--- src/hu8_pkg.sv ---
package hu8_pkg;

	localparam int CAP_W        = 11;
	localparam int UNIT_W       = 16;
	localparam int BUNDLE_BYTES = 5;
	localparam int BCNT_W       = 3;
	localparam int QUEUE_DEPTH  = 4;

	localparam logic [CAP_W-1:0]  CAP_RESET = 11'd64;

	localparam logic [7:0] CHAR_NUL   = 8'h00;
	localparam logic [7:0] CHAR_QUOTE = 8'h22;
	localparam logic [7:0] CHAR_SPACE = 8'h20;
	localparam logic [7:0] CHAR_LC_A  = 8'h61;
	localparam logic [7:0] CHAR_UC_A  = 8'h41;

	localparam logic [UNIT_W-1:0] LIM_1B   = 16'h007F;
	localparam logic [UNIT_W-1:0] LIM_2B   = 16'h07FF;
	localparam logic [UNIT_W-1:0] LIM_3B   = 16'hD7FF;
	localparam logic [UNIT_W-1:0] LIM_LEAD = 16'hF8FF;
	localparam logic [UNIT_W-1:0] LEAD_ADJ = 16'h0040;

	localparam logic [7:0] PFX_2B   = 8'hC0;
	localparam logic [7:0] PFX_3B   = 8'hE0;
	localparam logic [7:0] PFX_4B   = 8'hF0;
	localparam logic [7:0] PFX_CONT = 8'h80;

	// Up to five bytes made by one character; a terminator, when present,
	// is the last byte and reads zero.
	typedef struct packed {
		logic [BUNDLE_BYTES-1:0][7:0] bytes;
		logic [BCNT_W-1:0]            count;
		logic                         term;
	} hu8_bundle_t;

	typedef struct packed {
		logic        valid;
		hu8_bundle_t bnd;
	} hu8_push_t;

	function automatic logic [UNIT_W-1:0] hex_value(input logic [7:0] c);
		logic [UNIT_W-1:0] d;
		begin
			if (c >= CHAR_LC_A) begin
				d = {8'h00, c} - 16'd87;
			end else if (c >= CHAR_UC_A) begin
				d = {8'h00, c} - 16'd55;
			end else begin
				d = {8'h00, c} - 16'd48;
			end
			return d;
		end
	endfunction

endpackage

--- src/hu8_ifs.sv ---
interface hu8_in_if import hu8_pkg::*; ();
	logic       valid;
	logic       ready;
	logic [7:0] src_char;
	logic       string_start;

	modport source(output valid, output src_char, output string_start, input ready);
	modport sink(input valid, input src_char, input string_start, output ready);
endinterface

interface hu8_out_if import hu8_pkg::*; ();
	logic       valid;
	logic       ready;
	logic [7:0] out_byte;
	logic       is_last;

	modport source(output valid, output out_byte, output is_last, input ready);
	modport sink(input valid, input out_byte, input is_last, output ready);
endinterface

--- src/hex_ucs2_to_utf8_core.sv ---
// Hex UCS-2 to UTF-8 converter. Takes one hex character per beat on src
// (string_start marks the first character of a string) and returns UTF-8
// bytes on dst, closing every string with a zero byte flagged is_last. The
// output budget out_capacity (bytes, including the zero) is written through
// cfg_we/cfg_wdata, by the user only while idle (not enforced by the block),
// and is sampled at each string start. Rate: one character is accepted and
// one byte leaves every cycle; a character passes through the input register
// before its bytes enter a queue of QUEUE_DEPTH byte groups (up to five
// bytes each). src.ready drops only when the queue lacks a slot for the
// character in flight plus a new one. Input stalls when dst stalls, or when
// multi-byte groups land close together: the queue counts groups but drains
// only one byte per cycle, so a four- or five-byte group followed by groups
// on the next characters fills it before the long group has left.
module hex_ucs2_to_utf8_core import hu8_pkg::*; #(
	parameter int QUEUE_DEPTH_P = QUEUE_DEPTH
) (
	input  logic             clk,
	input  logic             arst_n,
	input  logic             cfg_we,
	input  logic [CAP_W-1:0] cfg_wdata,
	hu8_in_if.sink           src,
	hu8_out_if.source        dst
);

	localparam int LVL_W = $clog2(QUEUE_DEPTH_P+1);

	logic             take;
	logic             busy;
	hu8_push_t        push;
	logic [LVL_W-1:0] level;
	logic [LVL_W:0]   claimed;

	// Count the slot that the character in the input register may still need.
	assign claimed   = {1'b0, level} + (LVL_W+1)'(busy);
	assign src.ready = (claimed < (LVL_W+1)'(QUEUE_DEPTH_P));
	assign take      = src.valid && src.ready;

	hu8_encode u_encode (
		.clk       (clk),
		.arst_n    (arst_n),
		.cfg_we    (cfg_we),
		.cfg_wdata (cfg_wdata),
		.take      (take),
		.char_in   (src.src_char),
		.start_in  (src.string_start),
		.busy      (busy),
		.push      (push)
	);

	hu8_drain #(
		.DEPTH (QUEUE_DEPTH_P)
	) u_drain (
		.clk    (clk),
		.arst_n (arst_n),
		.push   (push),
		.level  (level),
		.dst    (dst)
	);

`ifndef SYNTHESIS
	// The queue must have room whenever a byte group is pushed.
	a_no_overflow: assert property (@(posedge clk) disable iff (!arst_n)
		push.valid |-> level < LVL_W'(QUEUE_DEPTH_P))
		else $error("byte group pushed into a full queue");

	// A pushed group holds between one and five bytes.
	a_group_size: assert property (@(posedge clk) disable iff (!arst_n)
		push.valid |-> (push.bnd.count != '0 && push.bnd.count <= BCNT_W'(BUNDLE_BYTES)))
		else $error("byte group size out of range");

	// The terminator beat always carries a zero byte.
	a_term_zero: assert property (@(posedge clk) disable iff (!arst_n)
		(dst.valid && dst.is_last) |-> dst.out_byte == 8'h00)
		else $error("terminator beat with a nonzero byte");
`endif

endmodule

--- src/hu8_encode.sv ---
module hu8_encode import hu8_pkg::*; (
	input  logic             clk,
	input  logic             arst_n,
	input  logic             cfg_we,
	input  logic [CAP_W-1:0] cfg_wdata,
	input  logic             take,
	input  logic [7:0]       char_in,
	input  logic             start_in,
	output logic             busy,
	output hu8_push_t        push
);

	logic             valid_s1;
	logic [7:0]       char_s1;
	logic             start_s1;

	logic [CAP_W-1:0]  cap_q;
	logic [CAP_W-1:0]  budget_q, budget_d;
	logic [UNIT_W-1:0] acc_q, acc_d;
	logic [1:0]        cnt_q, cnt_d;
	logic [UNIT_W-1:0] lead_q, lead_d;
	logic              trail_q, trail_d;
	logic              first_q, first_d;
	logic              fin_q, fin_d;

	logic [BUNDLE_BYTES-1:0][7:0] e;
	logic [BCNT_W-1:0]            en;
	logic                         term;

	always_comb begin
		logic              go;
		logic [UNIT_W-1:0] v;
		logic [UNIT_W-1:0] h;
		budget_d = budget_q;
		acc_d    = acc_q;
		cnt_d    = cnt_q;
		lead_d   = lead_q;
		trail_d  = trail_q;
		first_d  = first_q;
		fin_d    = fin_q;
		e        = '0;
		en       = '0;
		term     = 1'b0;
		v        = '0;
		h        = lead_q;
		go       = 1'b1;

		// A start resets the string; a capacity of zero or one closes it at once.
		if (start_s1) begin
			budget_d = cap_q;
			acc_d    = '0;
			cnt_d    = '0;
			lead_d   = '0;
			trail_d  = 1'b0;
			first_d  = 1'b1;
			fin_d    = 1'b0;
			if (cap_q <= CAP_W'(1)) begin
				term  = 1'b1;
				fin_d = 1'b1;
				go    = 1'b0;
			end
		end
		if (go && fin_d) begin
			go = 1'b0;
		end
		if (go && first_d) begin
			first_d = 1'b0;
			if (char_s1 == CHAR_QUOTE) begin
				go = 1'b0;
			end
		end
		if (go && !trail_d && cnt_d == 2'd0 &&
		    (char_s1 == CHAR_NUL || char_s1 == CHAR_QUOTE)) begin
			term  = 1'b1;
			fin_d = 1'b1;
			go    = 1'b0;
		end
		if (go) begin
			acc_d = {acc_d[UNIT_W-5:0], 4'h0} + hex_value(char_s1);
			cnt_d = cnt_d + 2'd1;
			if (cnt_d != 2'd0) begin
				go = 1'b0;
			end
		end
		if (go) begin
			v     = acc_d;
			acc_d = '0;
			h     = lead_d;
			if (trail_d) begin
				trail_d  = 1'b0;
				e[0]     = PFX_4B   | {5'd0, h[10:8]};
				e[1]     = PFX_CONT | {2'd0, h[7:2]};
				e[2]     = PFX_CONT | {2'd0, h[1:0], v[9:6]};
				e[3]     = PFX_CONT | {2'd0, v[5:0]};
				en       = BCNT_W'(4);
				budget_d = budget_d - CAP_W'(4);
			end else if (v <= LIM_1B) begin
				e[0]     = v[7:0];
				en       = BCNT_W'(1);
				budget_d = budget_d - CAP_W'(1);
			end else if (v <= LIM_2B) begin
				if (budget_d < CAP_W'(3)) begin
					term  = 1'b1;
					fin_d = 1'b1;
				end else begin
					e[0]     = PFX_2B   | {3'd0, v[10:6]};
					e[1]     = PFX_CONT | {2'd0, v[5:0]};
					en       = BCNT_W'(2);
					budget_d = budget_d - CAP_W'(2);
				end
			end else if (v <= LIM_3B) begin
				if (budget_d < CAP_W'(4)) begin
					term  = 1'b1;
					fin_d = 1'b1;
				end else begin
					e[0]     = PFX_3B   | {4'd0, v[15:12]};
					e[1]     = PFX_CONT | {2'd0, v[11:6]};
					e[2]     = PFX_CONT | {2'd0, v[5:0]};
					en       = BCNT_W'(3);
					budget_d = budget_d - CAP_W'(3);
				end
			end else if (v <= LIM_LEAD) begin
				if (budget_d < CAP_W'(5)) begin
					term  = 1'b1;
					fin_d = 1'b1;
				end else begin
					lead_d  = v + LEAD_ADJ;
					trail_d = 1'b1;
				end
			end else begin
				e[0]     = CHAR_SPACE;
				en       = BCNT_W'(1);
				budget_d = budget_d - CAP_W'(1);
			end
			// Close as soon as only the terminator's byte is left.
			if (!fin_d && budget_d <= CAP_W'(1)) begin
				term  = 1'b1;
				fin_d = 1'b1;
			end
		end
	end

	always_ff @(posedge clk or negedge arst_n) begin
		if (!arst_n) begin
			valid_s1 <= 1'b0;
			cap_q    <= CAP_RESET;
			budget_q <= '0;
			acc_q    <= '0;
			cnt_q    <= '0;
			lead_q   <= '0;
			trail_q  <= 1'b0;
			first_q  <= 1'b0;
			fin_q    <= 1'b1;
		end else begin
			valid_s1 <= take;
			if (cfg_we) begin
				cap_q <= cfg_wdata;
			end
			if (valid_s1) begin
				budget_q <= budget_d;
				acc_q    <= acc_d;
				cnt_q    <= cnt_d;
				lead_q   <= lead_d;
				trail_q  <= trail_d;
				first_q  <= first_d;
				fin_q    <= fin_d;
			end
		end
	end

	always_ff @(posedge clk) begin
		if (take) begin
			char_s1  <= char_in;
			start_s1 <= start_in;
		end
	end

	assign busy            = valid_s1;
	assign push.valid      = valid_s1 && (en != '0 || term);
	assign push.bnd.bytes  = e;
	assign push.bnd.count  = en + BCNT_W'(term);
	assign push.bnd.term   = term;

endmodule

--- src/hu8_drain.sv ---
module hu8_drain import hu8_pkg::*; #(
	parameter int DEPTH = QUEUE_DEPTH
) (
	input  logic                       clk,
	input  logic                       arst_n,
	input  hu8_push_t                  push,
	output logic [$clog2(DEPTH+1)-1:0] level,
	hu8_out_if.source                  dst
);

	localparam int PTR_W = (DEPTH > 1) ? $clog2(DEPTH) : 1;
	localparam int LVL_W = $clog2(DEPTH+1);

	hu8_bundle_t       mem_q [DEPTH];
	logic [PTR_W-1:0]  wr_ptr_q;
	logic [PTR_W-1:0]  rd_ptr_q;
	logic [LVL_W-1:0]  level_q;
	logic [BCNT_W-1:0] idx_q;

	hu8_bundle_t head;
	logic        beat;
	logic        at_end;
	logic        pop;

	assign head   = mem_q[rd_ptr_q];
	assign beat   = dst.valid && dst.ready;
	assign at_end = (idx_q == head.count - BCNT_W'(1));
	assign pop    = beat && at_end;

	assign dst.valid    = (level_q != '0);
	assign dst.out_byte = head.bytes[idx_q];
	assign dst.is_last  = head.term && at_end;
	assign level        = level_q;

	always_ff @(posedge clk or negedge arst_n) begin
		if (!arst_n) begin
			wr_ptr_q <= '0;
			rd_ptr_q <= '0;
			level_q  <= '0;
			idx_q    <= '0;
		end else begin
			if (push.valid) begin
				wr_ptr_q <= (wr_ptr_q == PTR_W'(DEPTH-1)) ? '0 : wr_ptr_q + PTR_W'(1);
			end
			// Advance within the bundle; drop it after its last beat.
			if (pop) begin
				rd_ptr_q <= (rd_ptr_q == PTR_W'(DEPTH-1)) ? '0 : rd_ptr_q + PTR_W'(1);
				idx_q    <= '0;
			end else if (beat) begin
				idx_q <= idx_q + BCNT_W'(1);
			end
			level_q <= level_q + LVL_W'(push.valid) - LVL_W'(pop);
		end
	end

	always_ff @(posedge clk) begin
		if (push.valid) begin
			mem_q[wr_ptr_q] <= push.bnd;
		end
	end

endmodule
--- src/flat_wrapper.sv ---
// flat-port wrapper written by rule: the top's interface ports become plain ports
module hex_ucs2_to_utf8_core_flat import hu8_pkg::*;
#(
	parameter int QUEUE_DEPTH_P = QUEUE_DEPTH
)
  (clk, arst_n, cfg_we, cfg_wdata, src_valid, src_src_char, src_string_start, src_ready, dst_valid, dst_out_byte, dst_is_last, dst_ready);
  hu8_in_if src_i ();
  hu8_out_if dst_i ();
  input  logic clk;
  input  logic arst_n;
  input  logic cfg_we;
  input  logic [CAP_W-1:0] cfg_wdata;
  input wire logic [$bits(src_i.valid)-1:0] src_valid;
  input wire logic [$bits(src_i.src_char)-1:0] src_src_char;
  input wire logic [$bits(src_i.string_start)-1:0] src_string_start;
  output wire logic [$bits(src_i.ready)-1:0] src_ready;
  output wire logic [$bits(dst_i.valid)-1:0] dst_valid;
  output wire logic [$bits(dst_i.out_byte)-1:0] dst_out_byte;
  output wire logic [$bits(dst_i.is_last)-1:0] dst_is_last;
  input wire logic [$bits(dst_i.ready)-1:0] dst_ready;
  assign src_i.valid = src_valid;
  assign src_i.src_char = src_src_char;
  assign src_i.string_start = src_string_start;
  assign src_ready = src_i.ready;
  assign dst_valid = dst_i.valid;
  assign dst_out_byte = dst_i.out_byte;
  assign dst_is_last = dst_i.is_last;
  assign dst_i.ready = dst_ready;
  hex_ucs2_to_utf8_core #(.QUEUE_DEPTH_P(QUEUE_DEPTH_P)) u_core (.clk(clk), .arst_n(arst_n), .cfg_we(cfg_we), .cfg_wdata(cfg_wdata), .src(src_i), .dst(dst_i));
endmodule
--- config.mk ---
export PLATFORM = sky130hd
export DESIGN_NAME = hex_ucs2_to_utf8_core_flat
export DESIGN_NICKNAME = d
export VERILOG_FILES = /design/src/hu8_pkg.sv /design/src/hu8_ifs.sv /design/src/hex_ucs2_to_utf8_core.sv /design/src/hu8_encode.sv /design/src/hu8_drain.sv /design/src/flat_wrapper.sv
export SDC_FILE = /design/constraint.sdc
export NUM_CORES = 1
export LEC_CHECK = 0
export ABC_AREA = 1
export ABC_CLOCK_PERIOD_IN_PS = 12400
export BUFFER_PORTS_ARGS = -buffer_cell sky130_fd_sc_hd__buf_2
export CAP_MARGIN = 20
export CORE_MARGIN = 2
export CORE_UTILIZATION = 30
export CTS_CLUSTER_SIZE = 8
export DETAILED_ROUTE_END_ITERATION = 6
export PLACE_DENSITY = 0.56
export RECOVER_POWER = 100
export SLEW_MARGIN = 20
export SYNTH_ARGS = -nofsm -noshare
export SYNTH_HDL_FRONTEND = slang
export SYNTH_HIERARCHICAL = 1
export SYNTH_SLANG_ARGS = --single-unit
--- constraint.sdc ---
create_clock -name clk -period 12.4 [get_ports clk]
set_input_delay 3.1 -clock clk [delete_from_list [all_inputs] [get_ports clk]]
set_output_delay 3.1 -clock clk [all_outputs]
set_load 0.03 [all_outputs]
==> reports/metrics.sh <==
RUN_STATUS='finished with violations'
FAILING_CHECKS='max-capacitance violations, max-slew violations'
ANTENNA_CELLS_INSERTED=0
ARRIVAL_NS=5.87
RSZ_0062_RAISED_AFTER_GLOBAL_ROUTING='false'
CLKSLEWWORSTSETUPHOLDPATHS_NS=0.05
TRITONCTS_NUM_SINKS=250
SETUP_VIOL_COUNT_FINAL=0
POWER_SWITCHING_SHARE_PCT=43.94
IR_DROP_mV=0.1130
DIE_H_UM=223.8
YOSYS.CELL_TYPES.COUNT=58
GRT_PASS1_WL_MM=61.17
TIMING.FINAL.MAX_SLEW_VIOLATIONS=238
POST_ROUTE_CELLS_DRIVE_ABOVE_1_SHARE_PCT=10.80
FLOORPLAN.CORE_AREA_UM2=47750
SYNTHESIS.AREA_UM2=14490
FINALWIRELENGTH_MM=38.49
CRITICAL_PATH.SLOWEST_CELL='sky130_fd_sc_hd__clkinvlp_2'
RR_WORST_DEPTH=22
MOSTFREQUENTLAYOUTCELLS='417 x sky130_fd_sc_hd__nand2_1, 185 x sky130_fd_sc_hd__edfxtp_1, 175 x sky130_fd_sc_hd__nor2_1'
CLK-INSERTION-DELAY-LATE_NS=0.53
SYNTHTOLAYOUTAREAGROWTH_PCT=11.02
SYN_AREA_PER_CELL_UM2=8.731
MAX_STAGE_DELAY_NS=2.43
VIAS=11370
GRT_PASS1_VIAS=11020
MAXCAP_VIOL_COUNT=4
P_PER_AREA_nW_PER_UM2=227.7
FLOORPLAN.INITIALDENSITY_PCT=30.35
P_COMB_SHARE_PCT=46.0
POSTCTSHOLDBUFS=0
TIGHTEST_SLEW_NS=3.774
CRITICAL_PATH.STARTPOINT='u_core/u_drain/rd_ptr_q[0]'
HPWL_MM=25.08
STD_CELL_ROWS=80
ROUTED_WL_PER_CELL_UM=16.60
WORST_HOLD_PATH_TYPE='reg -> reg'
WORST_REL_SLEW_SLACK_PCT=-151.6
CRITICAL_PATH_REQUIRED_NS=9.30
CP.BUFFERS_INVERTERS=4
DRC=0
CRITICAL_PATH_CELL_LIST='buf_4, clkinvlp_2, nand2_1, nand3_2, nand2_1, ha_1, inv_1, nand2_1, nand2_1, nand3_2, nand2_2, nor2_4, nand2_1, a21oi_1, clkbuf_1'
IO_BUFFER_COUNT=35
CRITICAL_PATH.ENDPOINT_TYPE='primary output'
YOSYS_REGISTER_BITS=250
ACHIEVABLE-FREQUENCY_MHz=111.5
WORSTSETUPPATHDEPTH=15
WORST_R2R_STARTPOINT='u_core/u_encode/start_s1'
POWER_REPORT.INTERNAL_TOTAL_W=0.002054
CRIT_TOP_CELL='sky130_fd_sc_hd__nand2_1'
MAX-CLOCK-PATH-BUFFERS=3
GRT_MAX_DEGREE=89
CRIT_PATH_MAX_FANOUT=88
POST_SYNTH_INST_COUNT=1660
P_SEQ_SHARE_PCT=28.5
POST-ROUTE-PERIOD-UTIL_PCT=72.36
CTS_BUFFERS=37
GRT_ANTENNA_BEFORE_REPAIR=0
ROUTABILITYCONGESTION=0.9326
DETAIL_ROUTE.ITER0.VIOLATIONS=937
CTS_RESIZED=0
R2R_SETUP_SLACK_NS=3.55
CLOCK_POWER_SHARE_PCT=25.4
TIMING.FINAL.HOLD_VIOLATIONS=0
FINALCRITICALPERIOD_NS=8.972
FILLCELLCOUNT=4932
TOP_LEVEL_PORTS=36
POST_CTS_BUFFERS=0
CRITICAL-PATH-TOP-DELAY-FAMILY='buffers and inverters'
LAYOUT.CELLS.MOST_COMMON='sky130_fd_sc_hd__nand2_1'
FINALNETCOUNT=1753
CLK_ROOT_BUFFER_CELL='sky130_fd_sc_hd__clkbuf_16'
TIMING_WORST_SETUP_PATH_TYPE='reg -> out'
FINAL.SETUP.TNS_NS=0
YS_SEQ_AREA_SHARE_PCT=49.57
DESIGN.DIE.AREA_UM2=50080
YOSYS_MOST_USED_DFF='sky130_fd_sc_hd__edfxtp_1'
TIMING.RR.END='u_core/u_drain/mem_q[3][42]'
DRT_PRE_ANTENNA_ITERS=6
ANTENNA_VIOLATION_NET_COUNT_AFTER_DETAILED_ROUTING=0
LEAKAGE_nW=6.836
CLOCK_TREE.HTREE_LEVEL_COUNT=2
GRT_OVERALL_USAGE_PCT=15.37
GLOBAL_ROUTE.OVERFLOW_TOTAL=0
TRITONCTS='yes'
WORSTSETUPENDPOINT='dst_is_last'
FINALCLOCKSKEW_NS=0.01867
ASYNCSETRESETFLOPFRACSYNTH_PCT=26.00
P_SWITCHING_W=0.001610
DPL_CELL_AREA_UM2=15110
WORSTSETUPSTARTPOINTTYPE='flip-flop'
SYNTH_WARNINGS=6
FLOORPLAN.DIE.WIDTH_UM=223.8
SYNTH_EDF_COUNT=185
POST-ROUTE-CELL-AREA_UM2=16090
ROUTE.DETAILED.VIAS_PER_INST=4.902
-- Yosys cell counts (11+ instances only) --
cell type / n / area (um^2)
sky130_fd_sc_hd__a21oi_1: 50 / 250.2
sky130_fd_sc_hd__buf_2: 21 / 105.1
sky130_fd_sc_hd__buf_4: 15 / 112.6
sky130_fd_sc_hd__buf_6: 11 / 123.9
sky130_fd_sc_hd__clkbuf_1: 21 / 78.83
sky130_fd_sc_hd__dfrtp_1: 63 / 1577
sky130_fd_sc_hd__edfxtp_1: 185 / 5555
sky130_fd_sc_hd__ha_1: 42 / 525.5
sky130_fd_sc_hd__inv_1: 167 / 626.9
sky130_fd_sc_hd__inv_2: 19 / 71.32
sky130_fd_sc_hd__nand2_1: 415 / 1558
sky130_fd_sc_hd__nand2_2: 22 / 137.6
sky130_fd_sc_hd__nand3_1: 86 / 430.4
sky130_fd_sc_hd__nand4_1: 11 / 68.82
sky130_fd_sc_hd__nor2_1: 172 / 645.6
sky130_fd_sc_hd__nor2_2: 11 / 68.82
sky130_fd_sc_hd__o21ai_0: 121 / 605.6
sky130_fd_sc_hd__o21ai_1: 20 / 100.1
sky130_fd_sc_hd__o221ai_1: 14 / 122.6
sky130_fd_sc_hd__o22ai_1: 38 / 237.7
sky130_fd_sc_hd__xor2_1: 28 / 245.2
-- logic make-up after synthesis --
logic type / count (synthesis) / synth area share (%)
AO/OA/AOI/OAI: 297 / 12.29
XOR/XNOR: 34 / 2.055
adder cells (fa/ha/maj): 44 / 3.902
buffers and inverters: 267 / 8.297
flip-flops: 250 / 49.57
other: 1 / 0.02588
AND/OR/NAND/NOR: 767 / 23.85
-- state kept, by name, indices dropped and copies added, names as in the netlist --
| name | flops |
|---|---|
| u_core/u_drain/idx_q | 3 |
| u_core/u_drain/level | 3 |
| u_core/u_drain/mem_q | 176 |
| u_core/u_drain/rd_ptr_q | 2 |
| u_core/u_drain/wr_ptr_q | 2 |
| u_core/u_encode/acc_q | 16 |
| u_core/u_encode/budget_q | 11 |
| u_core/u_encode/busy | 1 |
| u_core/u_encode/cap_q | 11 |
| u_core/u_encode/char_s1 | 8 |
| u_core/u_encode/cnt_q | 2 |
| u_core/u_encode/fin_q | 1 |
| u_core/u_encode/first_q | 1 |
| u_core/u_encode/lead_q | 11 |
| u_core/u_encode/start_s1 | 1 |
| u_core/u_encode/trail_q | 1 |
-- worst min-delay path, stage by stage (launching register included) --
cell and delay, ns:
sky130_fd_sc_hd__dfrtp_1 0.36, sky130_fd_sc_hd__a21oi_1 0.07, sky130_fd_sc_hd__inv_1 0.05
-- routing by layer --
layer  GRT usage (%)  share of wire [%]
met1           21.15                 47
met2           25.23                 46
met3           2.295                5.1
met4           4.194                2.1
met5               0                  0
-- worst min-delay path by stage --
stage	slack, ns	depth (start not counted)	end	startpoint
6_report	0.51	2	u_core/u_encode/first_q	u_core/u_encode/first_q
5_1_grt	0.53	2	u_core/u_encode/budget_q[0]	u_core/u_encode/budget_q[0]
4_1_cts	0.51	2	u_core/u_encode/budget_q[0]	u_core/u_encode/budget_q[0]
3_5_place_dp	0.50	2	u_core/u_encode/budget_q[0]	u_core/u_encode/budget_q[0]
3_3_place_gp	0.49	2	u_core/u_encode/first_q	u_core/u_encode/first_q
2_1_floorplan	0.46	2	u_core/u_encode/budget_q[4]	u_core/u_encode/budget_q[4]
-- stage by stage --
step           std cells  power, W  hold WS (ns)  worst slack (ns)  utilization [%]
2_1_floorplan       1670  0.002325        0.4594             6.790                -
3_3_place_gp        2260  0.002735        0.4872             5.920            31.64
3_5_place_dp        2260  0.002750        0.5006             5.737            31.64
4_1_cts             2319  0.003699        0.5128             5.625            33.86
5_1_grt             2319  0.003941        0.5296             2.612            33.70
6_report            2319  0.003664        0.5056             3.428            33.70
-- final cells by class --
class	instances	area (um^2)	share of cell area, %
tap	615	769.5	4.782
clock inverter	3	42.54	0.2644
inverter	195	743.2	4.619
multi-input combinational	1153	6088	37.84
sequential	250	7186	44.66
clock buffer	56	1018	6.330
timing repair buffer	47	242.7	1.509
-- power by group through the flow --
stage / clock network (W) / logic [W] / registers, W
after floorplan: 0 / 0.00127 / 0.00105
after global placement: 0 / 0.00168 / 0.00106
after detailed placement: 0 / 0.00169 / 0.00106
after CTS: 0.000954 / 0.00170 / 0.00105
after global routing: 0.000992 / 0.00189 / 0.00106
final: 0.000931 / 0.00169 / 0.00105
No activity file was read; power rests on OpenSTA's default activity.
